`src/hdl/akd_pkg.sv`:
```
package akd_pkg;

   // key classes of one sample
   localparam logic [2:0] CLS_IDLE      = 3'd0;
   localparam logic [2:0] CLS_SET       = 3'd1;
   localparam logic [2:0] CLS_MODE      = 3'd2;
   localparam logic [2:0] CLS_VOL_MINUS = 3'd3;
   localparam logic [2:0] CLS_VOL_PLUS  = 3'd4;
   localparam logic [2:0] CLS_UNKNOWN   = 3'd5;

   // register indexes of the csr port
   localparam logic [2:0] REG_IDLE_LOW   = 3'd0;
   localparam logic [2:0] REG_IDLE_HIGH  = 3'd1;
   localparam logic [2:0] REG_SET_UPPER  = 3'd2;
   localparam logic [2:0] REG_MODE_UPPER = 3'd3;
   localparam logic [2:0] REG_VMIN_UPPER = 3'd4;
   localparam logic [2:0] REG_VPLS_UPPER = 3'd5;
   localparam logic [2:0] REG_DEBOUNCE   = 3'd6;
   localparam logic [2:0] REG_LONG_TICKS = 3'd7;

   localparam int SAMPLE_WIDTH = 12;

   typedef struct packed {
      logic [SAMPLE_WIDTH-1:0] idle_low_limit;
      logic [SAMPLE_WIDTH-1:0] idle_high_limit;
      logic [SAMPLE_WIDTH-1:0] set_upper;
      logic [SAMPLE_WIDTH-1:0] mode_upper;
      logic [SAMPLE_WIDTH-1:0] vol_minus_upper;
      logic [SAMPLE_WIDTH-1:0] vol_plus_upper;
   } thresh_type;

endpackage

```
`src/hdl/akd_classify.sv`:
```
module akd_classify (
   input  akd_pkg::thresh_type                 thresh,
   input  logic [akd_pkg::SAMPLE_WIDTH-1:0]    sample,
   output logic [2:0]                          key_class
);

   // apply thresholds in fixed priority order; overlaps shadow later classes
   always_comb begin
      if (sample <= thresh.idle_low_limit || sample >= thresh.idle_high_limit) begin
         key_class = akd_pkg::CLS_IDLE;
      end else if (sample < thresh.set_upper) begin
         key_class = akd_pkg::CLS_SET;
      end else if (sample < thresh.mode_upper) begin
         key_class = akd_pkg::CLS_MODE;
      end else if (sample < thresh.vol_minus_upper) begin
         key_class = akd_pkg::CLS_VOL_MINUS;
      end else if (sample < thresh.vol_plus_upper) begin
         key_class = akd_pkg::CLS_VOL_PLUS;
      end else begin
         key_class = akd_pkg::CLS_UNKNOWN;
      end
   end

endmodule

```
`src/hdl/adc_ladder_key_debouncer_top.sv`:
```
// Channel  | Dir | Handshake             | Payload
// ---------+-----+-----------------------+--------------------------------------------
// req      | in  | req_tvalid/req_tready | tdata: raw_sample[11:0]; tuser: read_ok
// rsp      | out | rsp_tvalid/rsp_tready | tdata: event_key[2:0]; tuser: long event flag
// csr      | in  | csr_valid/csr_ready   | csr_index[2:0], csr_data[15:0]
//
// One item per cycle unless the result stalls: an item waits in the input
// register, then the classifier, debounce counter and hold timer update in a
// single pass and at most one event lands in the result register. rsp_tvalid
// rises after the input register and then the result register. Synchronous
// active-high reset restores default thresholds, clears all key state. A stalled
// result holds the update stage; the input register still takes one more item.
module adc_ladder_key_debouncer_top #(
   parameter int REPEAT_COUNT_WIDTH = 8,
   parameter int HOLD_COUNT_WIDTH   = 16
) (
   input  logic        clock,
   input  logic        reset,
   input  logic        req_tvalid,
   output logic        req_tready,
   input  logic [15:0] req_tdata,   // [11:0] raw_sample, [15:12] zero
   input  logic [0:0]  req_tuser,   // [0] read_ok
   output logic        rsp_tvalid,
   input  logic        rsp_tready,
   output logic [7:0]  rsp_tdata,   // [2:0] event_key, [7:3] zero
   output logic [0:0]  rsp_tuser,   // [0] long event flag
   input  logic        csr_valid,
   output logic        csr_ready,
   input  logic [2:0]  csr_index,
   input  logic [15:0] csr_data
);

   localparam int RW = REPEAT_COUNT_WIDTH;
   localparam int HW = HOLD_COUNT_WIDTH;
   localparam int NRW = (RW > 8) ? RW : 8;
   localparam int NHW = (HW > 16) ? HW : 16;
   localparam logic [RW-1:0] REPEAT_MAX = {RW{1'b1}};
   localparam logic [HW-1:0] HOLD_MAX = {HW{1'b1}};

   // configuration registers
   akd_pkg::thresh_type thresh_ff;
   logic [7:0]          debounce_ff;
   logic [15:0]         long_ticks_ff;

   // input register
   logic        in_valid_ff, in_valid_in;
   logic [11:0] in_sample_ff;
   logic        in_ok_ff;

   // key state
   logic [2:0]    stable_ff, stable_in;
   logic [2:0]    cand_ff, cand_in;
   logic [RW-1:0] repeat_ff, repeat_in;
   logic [HW-1:0] hold_ff, hold_in;
   logic          hold_active_ff, hold_active_in;
   logic          long_done_ff, long_done_in;

   // result register
   logic       rsp_valid_ff, rsp_valid_in;
   logic [2:0] rsp_key_ff, rsp_key_in;
   logic       rsp_long_ff, rsp_long_in;

   logic          advance;
   logic [2:0]    sample_class;
   logic [NRW-1:0] need_w;
   logic [RW-1:0] need;
   logic [NHW-1:0] hold_need_w;
   logic [HW-1:0] hold_need;
   logic          emit;

   assign csr_ready = 1'b1;

   always_ff @(posedge clock) begin
      if (reset) begin
         thresh_ff.idle_low_limit  <= 12'd150;
         thresh_ff.idle_high_limit <= 12'd2300;
         thresh_ff.set_upper       <= 12'd600;
         thresh_ff.mode_upper      <= 12'd1150;
         thresh_ff.vol_minus_upper <= 12'd1600;
         thresh_ff.vol_plus_upper  <= 12'd2300;
         debounce_ff               <= 8'd3;
         long_ticks_ff             <= 16'd50;
      end else if (csr_valid) begin
         case (csr_index)
            akd_pkg::REG_IDLE_LOW:   thresh_ff.idle_low_limit  <= csr_data[11:0];
            akd_pkg::REG_IDLE_HIGH:  thresh_ff.idle_high_limit <= csr_data[11:0];
            akd_pkg::REG_SET_UPPER:  thresh_ff.set_upper       <= csr_data[11:0];
            akd_pkg::REG_MODE_UPPER: thresh_ff.mode_upper      <= csr_data[11:0];
            akd_pkg::REG_VMIN_UPPER: thresh_ff.vol_minus_upper <= csr_data[11:0];
            akd_pkg::REG_VPLS_UPPER: thresh_ff.vol_plus_upper  <= csr_data[11:0];
            akd_pkg::REG_DEBOUNCE:   debounce_ff               <= csr_data[7:0];
            akd_pkg::REG_LONG_TICKS: long_ticks_ff             <= csr_data;
            default: ;
         endcase
      end
   end

   // the update stage moves whenever the result register is free or draining
   assign advance    = !rsp_valid_ff || rsp_tready;
   assign req_tready = !in_valid_ff || advance;
   assign in_valid_in = req_tready ? req_tvalid : in_valid_ff;

   always_ff @(posedge clock) begin
      if (req_tready) begin
         in_sample_ff <= req_tdata[11:0];
         in_ok_ff     <= req_tuser[0];
      end
   end

   akd_classify u_classify (
      .thresh    (thresh_ff),
      .sample    (in_sample_ff),
      .key_class (sample_class)
   );

   // debounce target: zero acts as one; clip it and the hold target to the counters
   always_comb begin
      need_w = NRW'(debounce_ff);
      if (need_w == '0) begin
         need_w = NRW'(1);
      end
      if (need_w > NRW'(REPEAT_MAX)) begin
         need_w = NRW'(REPEAT_MAX);
      end
      need = need_w[RW-1:0];

      hold_need_w = NHW'(long_ticks_ff);
      if (hold_need_w > NHW'(HOLD_MAX)) begin
         hold_need_w = NHW'(HOLD_MAX);
      end
      hold_need = hold_need_w[HW-1:0];
   end

   always_comb begin
      stable_in      = stable_ff;
      cand_in        = cand_ff;
      repeat_in      = repeat_ff;
      hold_in        = hold_ff;
      hold_active_in = hold_active_ff;
      long_done_in   = long_done_ff;
      emit           = 1'b0;
      rsp_key_in     = rsp_key_ff;
      rsp_long_in    = rsp_long_ff;

      if (in_valid_ff && advance) begin
         // the hold timer ticks even on a failed read
         if (hold_active_ff && hold_ff != HOLD_MAX) begin
            hold_in = hold_ff + HW'(1);
         end

         if (in_ok_ff) begin
            if (sample_class != cand_ff) begin
               cand_in   = sample_class;
               repeat_in = RW'(1);
            end else if (repeat_ff < need) begin
               repeat_in = repeat_ff + RW'(1);
            end

            if (repeat_in >= need && cand_in != stable_ff) begin
               stable_in = cand_in;
               if (stable_ff == akd_pkg::CLS_IDLE && cand_in != akd_pkg::CLS_UNKNOWN) begin
                  // press start
                  hold_in        = '0;
                  hold_active_in = 1'b1;
                  long_done_in   = 1'b0;
               end else if (stable_ff != akd_pkg::CLS_IDLE &&
                            cand_in == akd_pkg::CLS_IDLE) begin
                  // release: short press unless long already went out or the key is unknown
                  emit           = !long_done_ff && stable_ff != akd_pkg::CLS_UNKNOWN;
                  rsp_key_in     = stable_ff;
                  rsp_long_in    = 1'b0;
                  hold_in        = '0;
                  hold_active_in = 1'b0;
                  long_done_in   = 1'b0;
               end
            end

            if (!emit && stable_in != akd_pkg::CLS_IDLE &&
                stable_in != akd_pkg::CLS_UNKNOWN && !long_done_in &&
                hold_active_in && hold_in >= hold_need) begin
               emit         = 1'b1;
               long_done_in = 1'b1;
               rsp_key_in   = stable_in;
               rsp_long_in  = 1'b1;
            end
         end
      end

      rsp_valid_in = advance ? (in_valid_ff && emit) : rsp_valid_ff;
   end

   always_ff @(posedge clock) begin
      if (reset) begin
         in_valid_ff    <= 1'b0;
         stable_ff      <= akd_pkg::CLS_IDLE;
         cand_ff        <= akd_pkg::CLS_IDLE;
         repeat_ff      <= '0;
         hold_ff        <= '0;
         hold_active_ff <= 1'b0;
         long_done_ff   <= 1'b0;
         rsp_valid_ff   <= 1'b0;
      end else begin
         in_valid_ff    <= in_valid_in;
         stable_ff      <= stable_in;
         cand_ff        <= cand_in;
         repeat_ff      <= repeat_in;
         hold_ff        <= hold_in;
         hold_active_ff <= hold_active_in;
         long_done_ff   <= long_done_in;
         rsp_valid_ff   <= rsp_valid_in;
      end
   end

   // load the result payload only when a new event is written
   always_ff @(posedge clock) begin
      if (advance && emit) begin
         rsp_key_ff  <= rsp_key_in;
         rsp_long_ff <= rsp_long_in;
      end
   end

   assign rsp_tvalid   = rsp_valid_ff;
   assign rsp_tdata    = {5'd0, rsp_key_ff};
   assign rsp_tuser[0] = rsp_long_ff;

   // events name a known key only
   a_event_key_known: assert property (@(posedge clock) disable iff (reset)
      rsp_valid_ff |-> (rsp_key_ff >= akd_pkg::CLS_SET && rsp_key_ff <= akd_pkg::CLS_VOL_PLUS))
      else $error("event with unknown key");

   // a sent long press implies a timed press
   a_long_implies_timing: assert property (@(posedge clock) disable iff (reset)
      long_done_ff |-> hold_active_ff)
      else $error("long press flag without hold timing");

   // timing runs only while a key is stable
   a_timing_not_idle: assert property (@(posedge clock) disable iff (reset)
      hold_active_ff |-> stable_ff != akd_pkg::CLS_IDLE)
      else $error("hold timing while idle");

   // stopped timer sits at zero
   a_hold_cleared: assert property (@(posedge clock) disable iff (reset)
      !hold_active_ff |-> hold_ff == '0)
      else $error("hold count left over after release");

endmodule
```
`config.mk`:
```
export PLATFORM = sky130hd
export DESIGN_NAME = adc_ladder_key_debouncer_top
export DESIGN_NICKNAME = d
export VERILOG_FILES = /design/src/hdl/akd_pkg.sv /design/src/hdl/akd_classify.sv /design/src/hdl/adc_ladder_key_debouncer_top.sv
export SDC_FILE = /design/constraint.sdc
export NUM_CORES = 1
export LEC_CHECK = 0
export BUFFER_PORTS_ARGS = -buffer_cell sky130_fd_sc_hd__buf_2
export CORE_MARGIN = 4
export CORE_UTILIZATION = 56
export DETAILED_ROUTE_END_ITERATION = 10
export PLACE_DENSITY_LB_ADDON = 0.15
export RECOVER_POWER = 100
export SLEW_MARGIN = 20
export SYNTH_ARGS = -nofsm -noshare
export SYNTH_HDL_FRONTEND = slang
export SYNTH_HIERARCHICAL = 1
export SYNTH_SLANG_ARGS = --single-unit
```
`constraint.sdc`:
```
create_clock -name clock -period 6.4 [get_ports clock]
set_input_delay 0.32 -clock clock [delete_from_list [all_inputs] [get_ports clock]]
set_output_delay 0.32 -clock clock [all_outputs]
set_load 0.02 [all_outputs]
```
# ---- Yosys cells after proc, flatten, opt, wreduce, memory -nomap -nowiden
# Index checks and enable logic that the tools add are counted.
dict set report word_totals {
  ram_bits 0
  romBits 0
  input_bits 41
  regBits 147
  latch_bits 0
  mem_count 0
}
dict set report op_classes {
  n_div 0
  reduce_logical 39
  n_mux 51
  eq_ne 14
  n_lt_le_gt_ge 11
  add_sub_neg 2
  mul 0
  bitwise 0
  n_shift 0
}
# op count
set ops {}
lappend ops {{$mux 16} 8}
lappend ops {{$lt 12x12->1} 4}
lappend ops {{$mux 8} 6}
lappend ops {{$mux 3} 14}
lappend ops {{$mux 1} 23}
lappend ops {{$reduce_and 2->1} 9}
lappend ops {{$add 16x1->16 const B} 1}
lappend ops {{$ge 16x16->1} 1}
lappend ops {{$gt 16x16->1 const B} 1}
lappend ops {{$ne 16x16->1 const B} 1}
lappend ops {{$logic_and 1x1->1} 13}
lappend ops {{$eq 3x3->1 const B} 4}
lappend ops {{$ge 12x12->1} 1}
lappend ops {{$le 12x12->1} 1}
lappend ops {{$logic_not 3->1} 3}
lappend ops {{$ne 3x3->1 const B} 3}
lappend ops {{$add 8x1->8 const B} 1}
lappend ops {{$ge 8x8->1} 1}
lappend ops {{$gt 8x8->1 const B} 1}
lappend ops {{$logic_not 8->1} 1}
lappend ops {{$lt 8x8->1} 1}
lappend ops {{$eq 3x2->1 const B} 2}
lappend ops {{$ne 3x3->1} 2}
lappend ops {{$reduce_and 6->1} 1}
lappend ops {{other kinds (6)} 14}

# ---- Logic depth before layout (Yosys ltp)
# Gate-level depths: netlist of run 1.
dict set report depth {
  depth_word 28
  depth_mapped 28
}

# ---- Hierarchy
# The synthesis of run 1 kept the hierarchy.
# mod cells_each seq_area_each_um2 area_per_inst_um2 n_inst
set modules_own_cells {}
lappend modules_own_cells {adc_ladder_key_debouncer_top 862 3113.0 7075.5 1}
lappend modules_own_cells {akd_classify 233 0.0 1715.4 1}

# ---- Worst setup path before layout of run 1
# OpenSTA, ideal clock, no wires.
dict set report synth_timing {
  path_kind {reg-to-reg}
  from {reg in_sample_ff[1]}
  to {reg rsp_key_ff[0] (data pin)}
  setup_ps 260
  path_slack_ps 357
  arrival_time_ps 5784
  path_buffers 4
  path_stages_with_launch 28
  cell_sequence {edfxtp_1 > ha_1 > nor2b_2 > o211ai_1 > a211oi_2 > a2111oi_0 > or4_1 > o21ba_1 > clkbuf_1 > xnor2_1 > nand3_1 > clkbuf_1 > nor2_1 > ha_1 > a21o_1 > a221oi_2 > o21ai_1 > and2_1 > buf_2 > buf_2 > nor2_1 > ha_1 > a211oi_1 > nor2_1 > or3_1 > a211oi_1 > a211oi_2 > mux2_2}
}
dict set report synth_via {
  elab_chain_len 24
}
# element line
set synth_rtl {}
lappend synth_rtl {{start, declared} adc_ladder_key_debouncer_top.sv:47} ;# logic [11:0] in_sample_ff;
lappend synth_rtl {{start signal, assigned} adc_ladder_key_debouncer_top.sv:105} ;# in_sample_ff <= req_tdata[11:0];
lappend synth_rtl {{$lt 12x12->1} akd_classify.sv:17} ;# end else if (sample < thresh.vol_plus_upper) begin
lappend synth_rtl {{$mux 1} akd_classify.sv:17}
lappend synth_rtl {{$mux 3} akd_classify.sv:15} ;# end else if (sample < thresh.vol_minus_upper) begin
lappend synth_rtl {{$mux 3} akd_classify.sv:13} ;# end else if (sample < thresh.mode_upper) begin
lappend synth_rtl {{$mux 3} akd_classify.sv:11} ;# end else if (sample < thresh.set_upper) begin
lappend synth_rtl {{$mux 3 (*)} akd_classify.sv:9} ;# if (sample <= thresh.idle_low_limit || sample >= thresh.idle_high_limit) begin
lappend synth_rtl {{named net sample_class[0]} adc_ladder_key_debouncer_top.sv:64} ;# logic [2:0] sample_class;
lappend synth_rtl {{parallel branches: the longest is 17 deep, another holds $ge 16x16->1} -}
lappend synth_rtl {{$mux 3 (*)} adc_ladder_key_debouncer_top.sv:178} ;# if (!emit && stable_in != akd_pkg::CLS_IDLE &&
lappend synth_rtl {{end signal, assigned} adc_ladder_key_debouncer_top.sv:217} ;# rsp_key_ff <= rsp_key_in;
lappend synth_rtl {{end, declared} adc_ladder_key_debouncer_top.sv:60} ;# logic [2:0] rsp_key_ff, rsp_key_in;
# Mark *: on every way through the listed nets, which the timed path passes. The select of a mux whose other input is x is not followed.
# A chain may end at the register's enable or synchronous reset.

# ---- Worst setup path after layout of run 1
dict set report layout_timing {
  from {reg in_sample_ff[11]}
  to {reg rsp_key_ff[1] (data pin)}
}
# element line
set layout_rtl {}
lappend layout_rtl {{$lt 12x12->1} akd_classify.sv:15}
lappend layout_rtl {{$mux 3} akd_classify.sv:15}
lappend layout_rtl {{$mux 3} akd_classify.sv:13}
lappend layout_rtl {{$mux 3} akd_classify.sv:11}
lappend layout_rtl {{$mux 3 (*)} akd_classify.sv:9}
lappend layout_rtl {{named net sample_class[1]} adc_ladder_key_debouncer_top.sv:64}
lappend layout_rtl {{parallel branches: the longest is 17 deep, another holds $ge 16x16->1} -}
lappend layout_rtl {{$mux 3 (*)} adc_ladder_key_debouncer_top.sv:178}
# Marks and branches as above.

==> metrics.txt, run 1 <==
status=finished with violations; violations in the final reports=capacitance limit, slew limit; flip-flop cell with the highest count after synthesis=sky130_fd_sc_hd__dfxtp_1; post-layout utilization of the core=64.4%; detailed-router iteration count before antenna repair=5; library cells used by synthesis=68; Pleak=4.28 nW; CP Buf/Inv Count=2; drt via density=5.52; global-route wire length before repair=35700 µm; max-cap check violation count=2; share of final-layout standard cells stronger than drive strength 1=10.3%; Avg Cell Area, Syn=8.03 µm²; kind of cell adding the most delay to the critical path=simple AND/OR/NAND/NOR gates; antenna violations before repair=0; Critical Path Sink Type=flop; count of pins over their slew limit=111; CTS H-Tree Depth=4; NetSw=0.000573 W; worst ir drop on vdd=173 µV; type of the worst setup path=flop to flop; hold-fix buffers at CTS=0; effective utilization at floorplan=57.4%; Placement Rows=45; share of power burned in registers=44.0%; Post-synth ARST share=0%; Storage cell area=0.00311 mm²; critical path peak fanout=11; WL final=21300 µm; RSZ-0062 raised after global routing=no; post-CTS sizing=0; total area of multi-input combinational cells=0.00506 mm²; routed len/inst=15.6 µm; final net count=1281; top achievable clock speed=167 MHz; slew at the pin closest to its max-slew limit=3.25 ns; setup slack of the critical path after layout=0.397 ns; TritonCTS clock tree=yes; root buffer cell=sky130_fd_sc_hd__clkbuf_16; pwr/cell area=225 mW/mm²; sequential-to-total area share from yosys stat=35.4%; I/O Pins=53; count of filler cells inserted in the layout=1400; nature of the critical path startpoint=flop; buffers inserted by post-CTS timing repair=0; signal arrival time at the worst endpoint=6.18 ns; maximum single-stage delay on the critical path=0.64 ns; number of flip-flops and latches in the synthesized netlist=147; leading post-synthesis cells by cell area=sky130_fd_sc_hd__dfxtp_1 30%, sky130_fd_sc_hd__ha_1 14%, sky130_fd_sc_hd__nand2_1 9.0%, sky130_fd_sc_hd__edfxtp_1 5.8%, sky130_fd_sc_hd__a21oi_1 5.1%; fraction of power consumed by the clock network=44.3%; combinational share of power=11.8%; pre-CTS worst setup slack=0.0416 ns; final HPWL from detailed placement=14800 µm; DRC violation count after routing=0; setup total negative slack=0 ns; Req. time, crit path=6.57 ns; kind of path behind the tightest hold check=input port to flop; via count=7526; last weighted congestion value of the routability-driven placer=0.882; pin count of the biggest net entering global routing=68; number of flops mapped to enable cells by yosys=17; antenna violation net count after detailed routing=0; sequence of cells on the critical path=ha_1 -> nand4_2 -> a211oi_2 -> a2111oi_0 -> or4_1 -> nor3b_2 -> xnor2_1 -> nand3_1 -> buf_4 -> nor2_1 -> ha_1 -> a21o_1 -> a31oi_1 -> o21ai_1 -> and2_4 -> nor2_1 -> ha_1 -> a211oi_1 -> nor2_1 -> or3_1 -> a211oi_2 -> clkbuf_4 -> a211oi_2 -> mux2_2; via count of the first global-routing pass=7186; post-synthesis cell count=1095; CORE AREA=0.0153 mm²; final-report hold violation count=0; Final setup viols=0; area share of the leading cell type in the synthesized netlist=29.6%; count of warnings emitted by yosys=6; Vert. Die Dim=133 µm; worst rel slew slack=-116%; number of diodes=0; global-route total usage across every layer=24.6%; Power Internal=0.00164 W; switching power share of the total=25.8%; Reg clk slew, reported paths=0.06 ns; clock latency reported for the late side of the worst-skew pair=0.42 ns; number of CTS-inserted buffers=17; crit share post-route=93.8%; post-synthesis instance area=0.00879 mm²; drt first-iter violations=362; time the final worst path needs with I/O delays and setup=6.00 ns; area of the die=0.0178 mm²; horizontal extent of the die=133 µm; count of port buffers added during placement=42; worst-case hold slack=0.0715 ns; Crit-path slowest cell=sky130_fd_sc_hd__or4_1; library cell occupying the most area in the post-synthesis netlist=sky130_fd_sc_hd__dfxtp_1; deepest clock path buffer count=2; setup skew after layout=0.00848 ns; clock sink count=147; grt ovf=0; Area growth syn-to-layout=12.2%
==> Yosys cell counts, types with 2 or more instances <==
master                     instances
sky130_fd_sc_hd__a211o_1           2
sky130_fd_sc_hd__a211oi_1         13
sky130_fd_sc_hd__a211oi_2          2
sky130_fd_sc_hd__a21boi_0          2
sky130_fd_sc_hd__a21o_1           23
sky130_fd_sc_hd__a21oi_1          89
sky130_fd_sc_hd__a31oi_1          13
sky130_fd_sc_hd__and2_1            3
sky130_fd_sc_hd__and3_1            8
sky130_fd_sc_hd__and4_1            4
sky130_fd_sc_hd__buf_1             7
sky130_fd_sc_hd__buf_2             9
sky130_fd_sc_hd__buf_4             6
sky130_fd_sc_hd__clkbuf_1         33
sky130_fd_sc_hd__clkbuf_2          2
sky130_fd_sc_hd__conb_1            2
sky130_fd_sc_hd__dfxtp_1         130
sky130_fd_sc_hd__edfxtp_1         17
sky130_fd_sc_hd__ha_1            101
sky130_fd_sc_hd__inv_1           102
sky130_fd_sc_hd__mux2_2            3
sky130_fd_sc_hd__mux2i_1          23
sky130_fd_sc_hd__nand2_1         210
sky130_fd_sc_hd__nand2b_1         15
sky130_fd_sc_hd__nand3_1          52
sky130_fd_sc_hd__nand3_2           3
sky130_fd_sc_hd__nand4_1          22
sky130_fd_sc_hd__nor2_1           71
sky130_fd_sc_hd__nor2b_1           8
sky130_fd_sc_hd__nor3_1           16
sky130_fd_sc_hd__nor4_1            3
sky130_fd_sc_hd__o211ai_1          7
sky130_fd_sc_hd__o21a_1            3
sky130_fd_sc_hd__o21ai_0          14
sky130_fd_sc_hd__o21ai_1           4
sky130_fd_sc_hd__o31ai_1           3
sky130_fd_sc_hd__o32ai_1           3
sky130_fd_sc_hd__or3_1             7
sky130_fd_sc_hd__or4_1             3
sky130_fd_sc_hd__xnor2_1          17
sky130_fd_sc_hd__xor2_1           13
==> power by group through the flow <==
stage / registers (W) / clock network [W] / logic (W)
5_1_grt: 0.000978 / 0.00103 / 0.000294
3_5_place_dp: 0.000995 / 0 / 0.000260
6_report: 0.000975 / 0.000981 / 0.000261
2_1_floorplan: 0.000993 / 0 / 0.000170
3_3_place_gp: 0.000995 / 0 / 0.000255
4_1_cts: 0.000975 / 0.000996 / 0.000262
==> worst paths after layout <==
check	slack, ns	cells past startpoint	startpoint	to
min reg2reg	0.45	2	thresh_ff[35]$_SDFFE_PP0P_	thresh_ff[35]$_SDFFE_PP0P_
min	0.07	1	req_tdata[3]	in_sample_ff[3]$_DFFE_PP_
max	0.40	24	in_sample_ff[11]$_DFFE_PP_	rsp_key_ff[1]$_DFFE_PP_
max reg2reg	0.40	24	in_sample_ff[11]$_DFFE_PP_	rsp_key_ff[1]$_DFFE_PP_
==> registers in the layout, summed over array words and instances, names as in the netlist, 3 cells and up <==
signal,flops
debounce_ff,8
rsp_key_ff,3
stable_ff,3
hold_ff,16
long_ticks_ff,16
cand_ff,3
repeat_ff,8
in_sample_ff,12
thresh_ff,72
==> area by class of cell <==
cell class                 instances  area share, %
clock inverter                    12           1.04
multi-input combinational        791           51.3
tap                              211           2.68
inverter                         103           3.92
clock buffer                      20           4.96
timing repair buffer              79           4.54
sequential                       147           31.6
==> worst reg2reg max path, delay by kind of cell, from the launching register on <==
family,cells,cell delay (ns)
AND/OR/NAND/NOR,9,2.11
AO/OA/AOI/OAI,8,1.55
adder cells (fa/ha/maj),3,0.86
flip-flops,1,0.41
buffers and inverters,2,0.39
multiplexers,1,0.30
XOR/XNOR,1,0.15
==> cells by family (layout without fill, tap and decap cells) <==
logic type | Yosys count | count (layout) | share of synthesized area (%)
xor+xnor | 30 | 30 | 2.99
mux | 26 | 26 | 3.00
flops | 147 | 147 | 35.4
simple gates | 437 | 437 | 23.0
fa+ha+maj | 101 | 101 | 14.4
buf+inv | 161 | 214 | 7.37
compound gates | 191 | 191 | 13.8
other cells | 2 | 6 | 0.0854
==> metrics by stage <==
step	power (W)	instance area [µm²]	std cells
after CTS	0.00223	9890	1363
after detailed placement	0.00125	9300	1331
after global routing	0.00231	9870	1363
after floorplan	0.00116	8810	1099
after global placement	0.00125	9300	1331
final	0.00222	9870	1363
==> cells in the final DEF, fill, tap and decap left out, drive strengths merged, types with 39 or more instances in the layout <==
| cell | instances |
|---|---|
| nand2 | 210 |
| dfxtp | 130 |
| inv | 102 |
| ha | 101 |
| a21oi | 89 |
| nor2 | 71 |
| buf | 60 |
| nand3 | 56 |
| clkbuf | 39 |
==> per-layer routing <==
layer,global-route usage (%),share of wire [%],up-vias
li1,-,-,3821
met1,32.4,46,3532
met2,41.4,48,147
met3,4.49,3.5,26
met4,7.14,2.1,0
met5,0,0,-
(Power assumes the default switching activity.)
==> run 2, diff against run 1 <==
--- a/config.mk
+++ b/config.mk
@@ -5,9 +5,12 @@
 export SDC_FILE = /design/constraint.sdc
 export NUM_CORES = 1
 export LEC_CHECK = 0
+export ABC_AREA = 1
 export BUFFER_PORTS_ARGS = -buffer_cell sky130_fd_sc_hd__buf_2
+export CELL_PAD_IN_SITES_DETAIL_PLACEMENT = 2
+export CELL_PAD_IN_SITES_GLOBAL_PLACEMENT = 2
 export CORE_MARGIN = 4
-export CORE_UTILIZATION = 56
+export CORE_UTILIZATION = 32
 export DETAILED_ROUTE_END_ITERATION = 10
 export PLACE_DENSITY_LB_ADDON = 0.15
 export RECOVER_POWER = 100
==> run 2 against run 1 <==
Against the previous run: the flow still finishes with violations (capacitance limit, slew limit); synthesized cell count rose by 14%; power rose by 9.9%; largest cell class unchanged; highest routed layer unchanged; sequential share of layout area fell by 0.64 points; critical endpoint is now rsp_key_ff[0]$_DFFE_PP_.
==> metrics.txt, run 2 <==
status=finished with violations; violations in the final reports=capacitance limit, slew limit; drt first-iter violations=254; Pleak=5.01 nW; slew at the pin closest to its max-slew limit=3.41 ns; leading post-synthesis cells by cell area=sky130_fd_sc_hd__dfxtp_1 29%, sky130_fd_sc_hd__ha_1 14%, sky130_fd_sc_hd__nand2_1 11%, sky130_fd_sc_hd__inv_1 7.5%, sky130_fd_sc_hd__nor2_1 6.4%; number of CTS-inserted buffers=17; clock sink count=147; pre-CTS worst setup slack=0.356 ns; pwr/cell area=242 mW/mm²; start point of the critical path=in_sample_ff[9]$_DFFE_PP_; count of warnings emitted by yosys=6; met3 WL post-DR=654 µm; largest registers=thresh_ff x72, hold_ff x16, long_ticks_ff x16; via count of the first global-routing pass=8736; root buffer cell=sky130_fd_sc_hd__clkbuf_16; type of the worst setup path=flop to flop; signal arrival time at the worst endpoint=5.88 ns; deepest clock path buffer count=2; setup slack of the critical path after layout=0.647 ns; library cell occupying the most area in the post-synthesis netlist=sky130_fd_sc_hd__dfxtp_1; share of final-layout standard cells stronger than drive strength 1=9.73%; grt ovf=0; Avg Cell Area, Syn=7.08 µm²; cell mode on critical path=sky130_fd_sc_hd__nand2_1; critical path peak fanout=16; setup total negative slack=0 ns; drt via density=4.85; fraction of power consumed by the clock network=41.3%; Post-synth ARST share=0%; library cells used by synthesis=43; post-synthesis instance area=0.00886 mm²; Critical Path Sink Type=flop; final-report hold violation count=0; highest metal layer with signal wires=met4; Worst R2R End=rsp_key_ff[0]$_DFFE_PP_; time the final worst path needs with I/O delays and setup=5.75 ns; combinational share of power=18.0%; routed len/inst=17.0 µm; final HPWL from detailed placement=20400 µm; Largest register FFs=72; CTS H-Tree Depth=4; horizontal extent of the die=174 µm; pin count of the biggest net entering global routing=82; WL final=28600 µm; number of flip-flops and latches in the synthesized netlist=147; start point of the worst hold path=req_tdata[6]; kind of cell adding the most delay to the critical path=simple AND/OR/NAND/NOR gates; post-layout utilization of the core=37.2%; area of the die=0.0304 mm²; most common cell after layout, fill and taps aside=sky130_fd_sc_hd__nand2_1; switching power share of the total=32.0%; antenna violation net count after detailed routing=0; CP Buf/Inv Count=5; worst rel slew slack=-127%; Crit. path cell count=35; leading cell types by count after synthesis=257 x sky130_fd_sc_hd__nand2_1, 178 x sky130_fd_sc_hd__inv_1, 150 x sky130_fd_sc_hd__nor2_1, 130 x sky130_fd_sc_hd__dfxtp_1, 101 x sky130_fd_sc_hd__ha_1; crit share post-route=89.9%; Power Internal=0.00166 W; Reg clk slew, reported paths=0.07 ns; worst ir drop on vdd=160 µV; maximum single-stage delay on the critical path=0.51 ns; share of power burned in registers=40.7%; I/O Pins=53; global-route wire length before repair=46300 µm; count leader, synth=sky130_fd_sc_hd__nand2_1; Reg2Reg Depth=35; nature of the critical path startpoint=flop; TritonCTS clock tree=yes; Final setup viols=0; top achievable clock speed=174 MHz; RSZ-0062 raised after global routing=no; highest-count cells in the layout ignoring fill and taps=259 x sky130_fd_sc_hd__nand2_1, 181 x sky130_fd_sc_hd__inv_1, 149 x sky130_fd_sc_hd__nor2_1, 130 x sky130_fd_sc_hd__dfxtp_1, 101 x sky130_fd_sc_hd__ha_1; Placement Rows=60; number of diodes=0; total area of multi-input combinational cells=0.00481 mm²; DRC violation count after routing=0; effective utilization at floorplan=32.7%; setup skew after layout=0.0167 ns; number of flops mapped to enable cells by yosys=17; end of the critical path=rsp_key_ff[0]$_DFFE_PP_; via count=8140; last weighted congestion value of the routability-driven placer=0.785; count of pins over their slew limit=82; count of filler cells inserted in the layout=3250; sequential-to-total area share from yosys stat=35.2%; area share of the leading cell type in the synthesized netlist=29.4%; met2 wirelength from detailed routing=14300 µm; detailed-router iteration count before antenna repair=4; max-cap check violation count=1; sum of internal, switching and leakage power=0.00244 W; worst reg2reg path startpoint=in_sample_ff[9]$_DFFE_PP_; Area growth syn-to-layout=13.7%; kind of path behind the tightest hold check=input port to flop; post-synthesis cell count=1250; detailed-route wire length on metal 1=13300 µm; CORE AREA=0.0271 mm²; global-route total usage across every layer=19.0%; Crit-path slowest cell=sky130_fd_sc_hd__edfxtp_1; Vert. Die Dim=174 µm; Storage cell area=0.00311 mm²; antenna violations before repair=0; setup slack of the most critical reg-to-reg path=0.65 ns; final net count=1434; Largest Register=thresh_ff; count of port buffers added during placement=42; NetSw=0.000780 W; flip-flop cell with the highest count after synthesis=sky130_fd_sc_hd__dfxtp_1; Req. time, crit path=6.53 ns; clock latency reported for the late side of the worst-skew pair=0.44 ns
## run 2: cell count changes in the layout (fill, tap and decap cells not counted), sizes merged, moves of 22 or more
cell	previous run	this run
nand2	210	269
nand3	56	81
a21o	23	1
o21ai	18	93
inv	102	201
mux2i	23	0
nor2	71	154
## run 2: stage by stage
step	hold slack, ns	std cells	area [µm²]
final	0.0537	1677	10100
after CTS	0.0326	1662	9980
after global placement	0.433	1630	9410
after detailed placement	0.447	1630	9410
after floorplan	0.419	1254	8870
after global routing	0.0287	1677	10100
## run 2: timing repair
action                                  4_1_cts  5_1_grt
hold buffers                                  0        0
endpoints found under the setup margin        0       10
buffers inserted                              0       15
resized for setup                             0        2
## run 2: worst reg2reg max path: cells and delay by family, from the launching register on
family | cells | cell delay, ns
AND/OR/NAND/NOR | 21 | 2.49
XOR/XNOR | 1 | 0.17
flip-flops | 1 | 0.51
buffers and inverters | 5 | 0.73
adder cells (fa/ha/maj) | 3 | 0.80
AO/OA/AOI/OAI | 5 | 0.74
## run 2: power by group through the flow
stage	Combinational (W)	Sequential, W	Clock [W]
floorplan	0.000302	0.00100	0
global placement	0.000406	0.00102	0
detailed placement	0.000424	0.00102	0
CTS	0.000431	0.000998	0.00104
global route	0.000505	0.000997	0.00108
finish	0.000438	0.000993	0.00101
## run 2: cell type report
cell class	instances	area share [%]
Sequential cell	147	30.9
Inverter	195	7.27
Timing Repair Buffer	68	3.77
Clock inverter	15	1.43
Multi-Input combinational cell	863	47.8
Tap cell	372	4.62
Clock buffer	17	4.23
## run 2: how the worst min path moves through the flow
stage,end,slack (ns),depth (start not counted)
CTS,in_sample_ff[9]$_DFFE_PP_,0.03,1
detailed placement,thresh_ff[55]$_SDFFE_PP1P_,0.45,2
finish,in_sample_ff[6]$_DFFE_PP_,0.05,1
global placement,debounce_ff[0]$_SDFFE_PP1P_,0.43,2
global route,in_sample_ff[9]$_DFFE_PP_,0.03,1
floorplan,in_ok_ff$_DFFE_PP_,0.42,0
## run 2: cells by family (layout without fill, tap and decap cells)
| kind of cell | Yosys count | in the layout | share of synthesized area (%) |
|---|---|---|---|
| simple gates | 530 | 530 | 25.2 |
| buf+inv | 244 | 295 | 10.8 |
| compound gates | 200 | 200 | 11.9 |
| flops | 147 | 147 | 35.2 |
| fa+ha+maj | 101 | 101 | 14.3 |
| xor+xnor | 26 | 26 | 2.57 |
| other cells | 2 | 6 | 0.0848 |
## run 2: metal layers
metal	GRT usage, %	up-vias
li1	-	4058
met3	2.39	23
met4	4.59	0
met5	0	-
met2	34.1	73
met1	24.3	3986
